`src/sv/qir_pkg.sv`:
```
// ----------------------------------------------------------------------------
// qir_pkg
// Shared types, constants and helper functions of the quadratic resampler.
// ----------------------------------------------------------------------------
`default_nettype none

package qir_pkg;

  localparam int MAX_CHANNELS   = 8;
  localparam int HISTORY_FRAMES = 3;
  localparam int MAX_RESULTS    = 64;

  localparam int SAMPLE_W = 16;
  localparam int CHAN_W   = $clog2(MAX_CHANNELS);
  localparam int ROW_W    = SAMPLE_W * HISTORY_FRAMES;
  localparam int POS_W    = 24;
  localparam int X_W      = 17;
  localparam int STEP_W   = 20;
  localparam int CCNT_W   = 4;
  localparam int FS_W     = 2;
  localparam int FOUT_W   = $clog2(MAX_RESULTS + 1);
  localparam int CFG_IDX_W = 1;
  localparam int CFG_W    = STEP_W;

  localparam logic [POS_W-1:0]  ONE_Q16    = 24'h01_0000;
  localparam logic [POS_W-1:0]  TWO_Q16    = 24'h02_0000;
  localparam logic [STEP_W-1:0] MIN_STEP   = 20'd8192;
  localparam logic [STEP_W-1:0] STEP_RESET = 20'd65536;
  localparam logic [CCNT_W-1:0] CCNT_RESET = 4'd2;
  localparam logic [FS_W-1:0]   FS_FULL    = 2'd3;

  localparam logic [CFG_IDX_W-1:0] REG_STEP          = 1'b0;
  localparam logic [CFG_IDX_W-1:0] REG_CHANNEL_COUNT = 1'b1;

  typedef enum logic [2:0] {
    S_IDLE,
    S_UPDATE,
    S_CHECK,
    S_READ,
    S_CALC,
    S_WAIT
  } qir_state_t;

  typedef struct packed {
    logic             start;
    logic [ROW_W-1:0] row;
    logic [X_W-1:0]   x;
  } qir_req_t;

  typedef struct packed {
    logic                       done;
    logic signed [SAMPLE_W-1:0] y;
  } qir_rsp_t;

  function automatic logic [CCNT_W-1:0] eff_channels(input logic [CCNT_W-1:0] c);
    logic [CCNT_W-1:0] r;
    r = c;
    if (c == '0) r = CCNT_W'(1);
    else if (c > CCNT_W'(MAX_CHANNELS)) r = CCNT_W'(MAX_CHANNELS);
    return r;
  endfunction

  function automatic logic [FOUT_W-1:0] frame_cap(input logic [CCNT_W-1:0] ch);
    logic [FOUT_W-1:0] r;
    case (ch)
      4'd1:    r = FOUT_W'(MAX_RESULTS / 1);
      4'd2:    r = FOUT_W'(MAX_RESULTS / 2);
      4'd3:    r = FOUT_W'(MAX_RESULTS / 3);
      4'd4:    r = FOUT_W'(MAX_RESULTS / 4);
      4'd5:    r = FOUT_W'(MAX_RESULTS / 5);
      4'd6:    r = FOUT_W'(MAX_RESULTS / 6);
      4'd7:    r = FOUT_W'(MAX_RESULTS / 7);
      default: r = FOUT_W'(MAX_RESULTS / 8);
    endcase
    return r;
  endfunction

endpackage

`default_nettype wire

```
`src/sv/qir_ram.sv`:
```
// ----------------------------------------------------------------------------
// qir_ram
// Generic single-write, single-read RAM with registered read data.
// ----------------------------------------------------------------------------
`default_nettype none

module qir_ram #(
  parameter int WIDTH = 48,
  parameter int DEPTH = 8
) (
  input  wire logic                     clk,
  input  wire logic                     we,
  input  wire logic [$clog2(DEPTH)-1:0] waddr,
  input  wire logic [WIDTH-1:0]         wdata,
  input  wire logic [$clog2(DEPTH)-1:0] raddr,
  output logic      [WIDTH-1:0]         rdata
);

  logic [WIDTH-1:0] mem [DEPTH];

  always_ff @(posedge clk) begin
    if (we) begin
      mem[waddr] <= wdata;
    end
    rdata <= mem[raddr];
  end

endmodule

`default_nettype wire

```
`src/sv/qir_interp.sv`:
```
// ----------------------------------------------------------------------------
// qir_interp
// Five-stage pipeline evaluating the three-point quadratic at a Q16 offset,
// with round-half-up and 16-bit saturation.
// ----------------------------------------------------------------------------
`default_nettype none

module qir_interp (
  input  wire logic              clk,
  input  wire logic              rst_n,
  input  wire qir_pkg::qir_req_t req,
  output qir_pkg::qir_rsp_t      rsp
);

  import qir_pkg::*;

  localparam int N_W = 56;
  localparam logic signed [N_W-1:0] ROUND_HALF = 56'sd1 <<< 32;

  logic [4:0] v_r;

  logic signed [SAMPLE_W-1:0] h0_c, h1_c, h2_c;
  logic signed [18:0]         a_c;
  logic signed [19:0]         b_c;

  logic signed [18:0]         a1_r;
  logic signed [19:0]         b1_r;
  logic signed [SAMPLE_W-1:0] h0_1_r, h0_2_r, h0_3_r;
  logic        [X_W-1:0]      x1_r, x2_r;

  logic signed [36:0] ax2_r;
  logic signed [37:0] bx2_r, bx3_r;

  logic signed [18:0] ax_hi;
  logic signed [18:0] ax_lo;
  logic signed [36:0] p_hi3_r, p_lo3_r;

  logic signed [N_W-1:0] n_c, n4_r;
  logic signed [22:0]    r_c;
  logic signed [SAMPLE_W-1:0] y_c, y_r;

  assign h0_c = req.row[SAMPLE_W-1:0];
  assign h1_c = req.row[2*SAMPLE_W-1:SAMPLE_W];
  assign h2_c = req.row[3*SAMPLE_W-1:2*SAMPLE_W];

  always_comb begin
    a_c = 19'(h0_c) - (19'(h1_c) <<< 1) + 19'(h2_c);
    b_c = (20'(h1_c) <<< 2) - (20'(h0_c) <<< 1) - 20'(h0_c) - 20'(h2_c);
  end

  assign ax_hi = ax2_r[36:18];
  assign ax_lo = $signed({1'b0, ax2_r[17:0]});

  always_comb begin
    n_c = (N_W'(p_hi3_r) <<< 18) + N_W'(p_lo3_r) + (N_W'(bx3_r) <<< 16)
        + (N_W'(h0_3_r) <<< 33) + ROUND_HALF;
  end

  always_comb begin
    r_c = n4_r[N_W-1:33];
    if (r_c > 23'sd32767) begin
      y_c = 16'sh7FFF;
    end else if (r_c < -23'sd32768) begin
      y_c = -16'sh8000;
    end else begin
      y_c = r_c[SAMPLE_W-1:0];
    end
  end

  always_ff @(posedge clk) begin
    if (!rst_n) begin
      v_r <= '0;
    end else begin
      v_r <= {v_r[3:0], req.start};
    end
  end

  always_ff @(posedge clk) begin
    a1_r    <= a_c;
    b1_r    <= b_c;
    h0_1_r  <= h0_c;
    x1_r    <= req.x;
    ax2_r   <= a1_r * $signed({1'b0, x1_r});
    bx2_r   <= b1_r * $signed({1'b0, x1_r});
    h0_2_r  <= h0_1_r;
    x2_r    <= x1_r;
    p_hi3_r <= ax_hi * $signed({1'b0, x2_r});
    p_lo3_r <= ax_lo * $signed({1'b0, x2_r});
    bx3_r   <= bx2_r;
    h0_3_r  <= h0_2_r;
    n4_r    <= n_c;
    y_r     <= y_c;
  end

  assign rsp.done = v_r[4];
  assign rsp.y    = y_r;

endmodule

`default_nettype wire

```
`src/sv/quadratic_interp_resampler.sv`:
```
// ----------------------------------------------------------------------------
// quadratic_interp_resampler
// Interleaved multichannel resampler with quadratic interpolation over the
// last three frames, kept per channel in a small history RAM.
// Flow: each accepted item is written to the history in an update state, with
// the input held off; once three frames are held, a completed frame adds a
// check state, and each result then passes through a read and the five-stage
// interpolation pipeline into the output register. A result waits for the
// receiver to drain the output register, and no new input is taken until the
// check state finds no further result to emit.
// Reset: synchronous; history reads as zero through per-channel valid bits.
// ----------------------------------------------------------------------------
`default_nettype none

module quadratic_interp_resampler (
  input  wire logic                                   clk,
  input  wire logic                                   rst_n,
  input  wire logic                                   in_valid,
  output logic                                        in_ready,
  input  wire logic signed [qir_pkg::SAMPLE_W-1:0]    in_input_sample,
  output logic                                        out_valid,
  input  wire logic                                   out_ready,
  output logic signed [qir_pkg::SAMPLE_W-1:0]         out_output_sample,
  output logic        [qir_pkg::CHAN_W-1:0]           out_channel,
  output logic                                        out_last_of_run,
  input  wire logic                                   cfg_we,
  input  wire logic   [qir_pkg::CFG_IDX_W-1:0]        cfg_index,
  input  wire logic   [qir_pkg::CFG_W-1:0]            cfg_wdata
);

  import qir_pkg::*;

  qir_state_t state_r, state_nxt;

  logic [STEP_W-1:0] step_r;
  logic [CCNT_W-1:0] chan_cnt_r;
  logic [POS_W-1:0]  pos_r;
  logic [CHAN_W-1:0] cc_r;
  logic [FS_W-1:0]   fs_r;
  logic [SAMPLE_W-1:0] sample_r;
  logic [CHAN_W-1:0] ch_idx_r;
  logic [FOUT_W-1:0] frames_out_r;
  logic [MAX_CHANNELS-1:0] hist_valid_r;
  logic [CHAN_W-1:0] rd_addr_r;

  logic                    out_valid_r;
  logic signed [SAMPLE_W-1:0] out_sample_r;
  logic [CHAN_W-1:0]       out_channel_r;
  logic                    out_last_r;

  logic              ram_we;
  logic [CHAN_W-1:0] ram_raddr;
  logic [ROW_W-1:0]  ram_rdata;
  logic [ROW_W-1:0]  row_eff;
  logic [ROW_W-1:0]  new_row;

  logic [CCNT_W-1:0] ch_eff;
  logic [FOUT_W-1:0] cap;
  logic [STEP_W-1:0] st_eff;
  logic              in_take;
  logic              frame_done;
  logic              fs_full;
  logic [POS_W-1:0]  pos_dec;
  logic [POS_W-1:0]  pos_sum;
  logic              emit_ok;
  logic              chan_last;
  logic              run_last;
  logic              load_out;

  qir_req_t req;
  qir_rsp_t rsp;

  assign ch_eff  = eff_channels(chan_cnt_r);
  assign cap     = frame_cap(ch_eff);
  assign st_eff  = (step_r < MIN_STEP) ? MIN_STEP : step_r;
  assign in_take = in_valid && in_ready;
  assign row_eff = hist_valid_r[rd_addr_r] ? ram_rdata : '0;

  assign frame_done = ({1'b0, cc_r} + CCNT_W'(1)) >= ch_eff;
  assign fs_full    = (fs_r == FS_FULL);
  assign pos_dec    = (pos_r >= ONE_Q16) ? (pos_r - ONE_Q16) : '0;
  assign pos_sum    = pos_r + POS_W'(st_eff);
  assign emit_ok    = (pos_r < TWO_Q16) && (frames_out_r < cap);
  assign chan_last  = ({1'b0, ch_idx_r} + CCNT_W'(1)) == ch_eff;
  assign run_last   = chan_last
                   && ((pos_sum >= TWO_Q16) || ((frames_out_r + FOUT_W'(1)) >= cap));
  assign load_out   = (state_r == S_WAIT) && rsp.done;

  always_comb begin
    case (fs_r)
      2'd0:    new_row = {row_eff[3*SAMPLE_W-1:SAMPLE_W], sample_r};
      2'd1:    new_row = {row_eff[3*SAMPLE_W-1:2*SAMPLE_W], sample_r,
                          row_eff[SAMPLE_W-1:0]};
      2'd2:    new_row = {sample_r, row_eff[2*SAMPLE_W-1:0]};
      default: new_row = {sample_r, row_eff[3*SAMPLE_W-1:SAMPLE_W]};
    endcase
  end

  always_comb begin
    state_nxt = state_r;
    case (state_r)
      S_IDLE: begin
        if (in_take) state_nxt = S_UPDATE;
      end
      S_UPDATE: begin
        if (frame_done && (fs_full || fs_r == (FS_FULL - FS_W'(1)))) begin
          state_nxt = S_CHECK;
        end else begin
          state_nxt = S_IDLE;
        end
      end
      S_CHECK: begin
        state_nxt = emit_ok ? S_READ : S_IDLE;
      end
      S_READ: begin
        if (!out_valid_r) state_nxt = S_CALC;
      end
      S_CALC: begin
        state_nxt = S_WAIT;
      end
      S_WAIT: begin
        if (rsp.done) state_nxt = chan_last ? S_CHECK : S_READ;
      end
      default: state_nxt = S_IDLE;
    endcase
  end

  always_comb begin
    in_ready  = (state_r == S_IDLE);
    ram_raddr = (state_r == S_IDLE) ? cc_r : ch_idx_r;
    ram_we    = (state_r == S_UPDATE);
    req.start = (state_r == S_CALC);
    req.row   = row_eff;
    req.x     = pos_r[X_W-1:0];
  end

  always_ff @(posedge clk) begin
    if (!rst_n) begin
      state_r <= S_IDLE;
    end else begin
      state_r <= state_nxt;
    end
  end

  always_ff @(posedge clk) begin
    if (!rst_n) begin
      step_r     <= STEP_RESET;
      chan_cnt_r <= CCNT_RESET;
    end else if (cfg_we) begin
      case (cfg_index)
        REG_STEP:          step_r     <= cfg_wdata[STEP_W-1:0];
        REG_CHANNEL_COUNT: chan_cnt_r <= cfg_wdata[CCNT_W-1:0];
        default: ;
      endcase
    end
  end

  always_ff @(posedge clk) begin
    if (!rst_n) begin
      pos_r        <= '0;
      cc_r         <= '0;
      fs_r         <= '0;
      ch_idx_r     <= '0;
      frames_out_r <= '0;
      hist_valid_r <= '0;
    end else begin
      if (state_r == S_UPDATE) begin
        hist_valid_r[rd_addr_r] <= 1'b1;
        if (frame_done) begin
          cc_r         <= '0;
          ch_idx_r     <= '0;
          frames_out_r <= '0;
          if (fs_full) begin
            pos_r <= pos_dec;
          end else begin
            fs_r <= fs_r + FS_W'(1);
          end
        end else begin
          cc_r <= cc_r + CHAN_W'(1);
        end
      end
      if (load_out) begin
        if (chan_last) begin
          ch_idx_r     <= '0;
          pos_r        <= pos_sum;
          frames_out_r <= frames_out_r + FOUT_W'(1);
        end else begin
          ch_idx_r <= ch_idx_r + CHAN_W'(1);
        end
      end
    end
  end

  always_ff @(posedge clk) begin
    rd_addr_r <= ram_raddr;
    if (in_take) begin
      sample_r <= in_input_sample;
    end
    if (load_out) begin
      out_sample_r  <= rsp.y;
      out_channel_r <= ch_idx_r;
      out_last_r    <= run_last;
    end
  end

  always_ff @(posedge clk) begin
    if (!rst_n) begin
      out_valid_r <= 1'b0;
    end else if (load_out) begin
      out_valid_r <= 1'b1;
    end else if (out_ready) begin
      out_valid_r <= 1'b0;
    end
  end

  qir_ram #(
    .WIDTH (ROW_W),
    .DEPTH (MAX_CHANNELS)
  ) u_hist_ram (
    .clk   (clk),
    .we    (ram_we),
    .waddr (rd_addr_r),
    .wdata (new_row),
    .raddr (ram_raddr),
    .rdata (ram_rdata)
  );

  qir_interp u_interp (
    .clk   (clk),
    .rst_n (rst_n),
    .req   (req),
    .rsp   (rsp)
  );

  assign out_valid         = out_valid_r;
  assign out_output_sample = out_sample_r;
  assign out_channel       = out_channel_r;
  assign out_last_of_run   = out_last_r;

endmodule

`default_nettype wire
```
`config.mk`:
```
export PLATFORM = sky130hd
export DESIGN_NAME = quadratic_interp_resampler
export DESIGN_NICKNAME = d
export VERILOG_FILES = /design/src/sv/qir_pkg.sv /design/src/sv/qir_ram.sv /design/src/sv/qir_interp.sv /design/src/sv/quadratic_interp_resampler.sv
export SDC_FILE = /design/constraint.sdc
export NUM_CORES = 2
export LEC_CHECK = 0
export BUFFER_PORTS_ARGS = -buffer_cell sky130_fd_sc_hd__buf_2
export CELL_PAD_IN_SITES_DETAIL_PLACEMENT = 0
export CELL_PAD_IN_SITES_GLOBAL_PLACEMENT = 1
export CORE_AREA = 4 4 399 401
export DETAILED_ROUTE_END_ITERATION = 10
export DIE_AREA = 0 0 403 405
export GPL_ROUTABILITY_DRIVEN = 0
export PLACE_DENSITY = 0.82
export SYNTH_ARGS = -nofsm -noshare
export SYNTH_HDL_FRONTEND = slang
export SYNTH_SLANG_ARGS = --single-unit
```
`constraint.sdc`:
```
create_clock -name clk -period 8.05 [get_ports clk]
set_input_delay 0.805 -clock clk [delete_from_list [all_inputs] [get_ports clk]]
set_output_delay 0.805 -clock clk [all_outputs]
set_load 0.05 [all_outputs]
```
==> impl_metrics.ini <==
[flow_run]
drv_cap = 0

[power]
p_seq_share_pct = 47.9
p_int_uw = 8070
ir_drop_mv = 0.201
leakagePower_uw = 0.0425
switchingPower_uw = 3670
clkPwrFrac_pct = 36.3
swShare_pct = 31.3
comb_power_share_pct = 15.8
p_per_area_nw_per_um2 = 136

[clocking]
cts.sinks = 878
clockBufferDepth = 3
htree_levels = 3
tritoncts = done
clock-root-buffer = clkbuf_16
cts.repair.resized = 0
clk_pin_slew_ns = 0.06
cts_hold_buf = 0
cts_buffers = 92
clock_latency_ns = 0.71
post_cts_buffers = 0

[timing]
period_needed_ns = 7.31
fin_worst_skew_ns = 0.0375
fmax_mhz = 137
fin_crit_sh_pct = 90.8
slew_viol_final = 0
setup_tns_ns = 0
hold_viol = 0
grt_setup_unrepaired = no
tightest_slew_ns = 1.21
slew_headroom_pct = 19.1
fin_hold_ws_ns = 0.279
report.final.setup_viol = 0
fin_ws_ns = 0.741

[critical_path]
cp_cell_sequence = buf_4, nand2_1, fa_1, inv_1, fa_1, fa_1, fa_1, fa_1, inv_1, fa_1, inv_1, ha_1, a21o_1, a21o_1, a41o_1, and3_1, a22o_1, a2111oi_0, o21bai_1, a21oi_1, xnor2_1
crit_type = reg2reg
cp.required_ns = 8.68
crit_top_cell = fa_1
slowest_stage = dfxtp_1
worst_setup_path_start_kind = flip-flop
arrival_ns = 7.94
setup.worst_path.end_class = flip-flop
cp_slowest_stage_delay_ns = 0.96
worstPathMaxFanout = 21

[hold_path]
hp-class = in2reg

[outcome]
status = completed

[floorplan]
core_area_sq_um = 156000
die_x_um = 403
die_h_um = 405
die_area_sq_um = 163000
rows = 145
io_pins = 64
start_util_pct = 51.8

[place]
pre_cts_slack_ns = 0.832
dpl.cell_count = 10100
postPlaceCellArea_sq_um = 83300
hpwl_um = 151000
io_buffers = 63

[finish]
stdcell_area_sq_um = 86300
final_cell_mix = inv_1 (1,510), nand2_1 (1,402), fa_1 (1,316), and2_1 (578), ha_1 (542)
drive_above_1_share_pct = 4.52
final_cells = 10200
mostFrequentLayoutCell = inv_1
syn2layout_area_growth_pct = 7.11
fillers = 13700
nets = 10000

[routing]
route.detailed.drc = 0
first_pass_iters = 5
vias = 54500
routed_wl_um = 197000
viasPerCell = 5.32
avgRoutedWirePerCell_um = 19.2
detail-route-antenna-nets = 0
drtIter0Drc = 3576

[synthesis]
syn_area_per_cell_sq_um = 9.87
ys_seq_elements = 878
syn_area_sq_um = 80600
synthArstFlopShare_pct = 0
synthCells = 8167
synth_edf_count = 420
yosys_most_used_dff = dfxtp_1
ys_seq_area_share_pct = 27.0
synth_nets = 10100
synth.distinct_cells = 77
ys_warn_count = 0

[global_route]
grt_overflow = 0
grt_pass1_wl_um = 320000
track_usage_pct = 24.9
antenna_found_initial = 3
grt_max_degree = 114
grt_pass1_vias = 57800
[layer usage]
layer  part of all wire, %  routed length (um)  track usage [%]  vias to the layer above
met3                   6.4               12600             3.96                      271
met4                   2.9                5630             7.21                        0
li1                      -                   -                -                    25100
met1                    43               84500             34.1                    27600
met2                    48               94200             41.4                     1550
met5                     0                   0                0                        -
[worst max-delay path: cells and delay by family (launching register included)]
kind                     cells  cell delay [ns]
adder cells (fa/ha/maj)      7             3.70
AND/OR/NAND/NOR              2             0.25
buffers and inverters        4             0.48
AO/OA/AOI/OAI                7             1.71
flip-flops                   1             0.96
XOR/XNOR                     1             0.13
[power by group through the flow]
stage | Sequential, uW | Clock, uW | Combinational (uW)
2_1_floorplan | 5240 | 0 | 1350
3_3_place_gp | 5670 | 0 | 1820
3_5_place_dp | 5690 | 0 | 1840
4_1_cts | 5590 | 4370 | 1850
5_1_grt | 5640 | 4560 | 2030
6_report | 5620 | 4270 | 1850
[kinds of logic after synthesis]
logic type                 share of synthesized area (%)
DFF                                                 27.0
and+or+nand+nor                                     15.5
adders and majority gates                           41.1
buffers and inverters                               8.66
muxes                                              0.146
xor gates and xnor gates                            2.01
AOI/OAI and AO/OA                                   5.55
[registers in the layout, summed over array words and instances, names as in the netlist, 23 cells and up]
signal	flops
u_interp.p_hi3_r	37
u_hist_ram.rdata	48
u_hist_ram.mem	384
u_interp.bx2_r	37
u_interp.ax2_r	37
u_interp.bx3_r	38
u_interp.n4_r	23
pos_r	24
[cell type report]
cell class	instances	area [sq um]	share of cell area, %
Clock buffer	123	2540	2.94
Multi-Input combinational cell	5429	51900	60.2
Timing Repair Buffer	188	1280	1.48
Inverter	1513	5690	6.59
Clock inverter	47	524	0.607
Sequential cell	878	21800	25.2
Antenna cell	4	10.0	0.0116
Tap cell	2058	2570	2.98
[final timing paths]
| kind | from | to | slack (ns) | cells after the start |
|---|---|---|---|---|
| setup / recovery | u_interp.x1_r[8] | u_interp.bx2_r[37] | 0.74 | 21 |
| hold / removal | in_input_sample[10] | sample_r[10] | 0.28 | 1 |
| setup reg to reg | u_interp.x1_r[8] | u_interp.bx2_r[37] | 0.74 | 21 |
| hold reg to reg | u_interp.h0_1_r[15] | u_interp.h0_2_r[15] | 0.32 | 0 |
[cells in the mapped netlist (5+ instances only)]
cell	count	area [sq um]
inv_1	1511	5670
nand2_1	1402	5260
fa_1	1316	26300
and2_1	578	3620
ha_1	543	6790
dfxtp_1	458	9170
edfxtp_1	420	12600
clkbuf_1	336	1260
nand3_1	306	1530
o21ai_0	174	871
nor2_1	158	593
a21oi_1	151	756
xnor2_1	142	1240
o21a_1	69	518
nor3_1	63	315
a21o_1	59	443
nor2b_1	53	332
xor2_1	43	377
a21boi_0	41	308
nand2b_1	33	206
a22oi_1	31	233
and3_1	28	175
a221oi_1	20	175
a31oi_1	18	113
a211oi_1	16	120
nor4_1	15	93.8
or3_1	15	93.8
o211ai_1	14	105
o21bai_1	13	97.6
buf_1	11	41.3
nand4_1	11	68.8
or2_2	10	62.6
o22ai_1	8	50.1
a211o_1	7	61.3
o31ai_1	7	52.6
a2111oi_0	5	43.8
mux2i_1	5	50.1
[metrics by stage]
stage	power, uW	util (%)
floorplan	6590	-
global placement	7490	53.5
detailed placement	7530	53.5
CTS	11800	55.5
global route	12200	55.5
finish	11700	55.5
(Power assumes the default switching activity.)
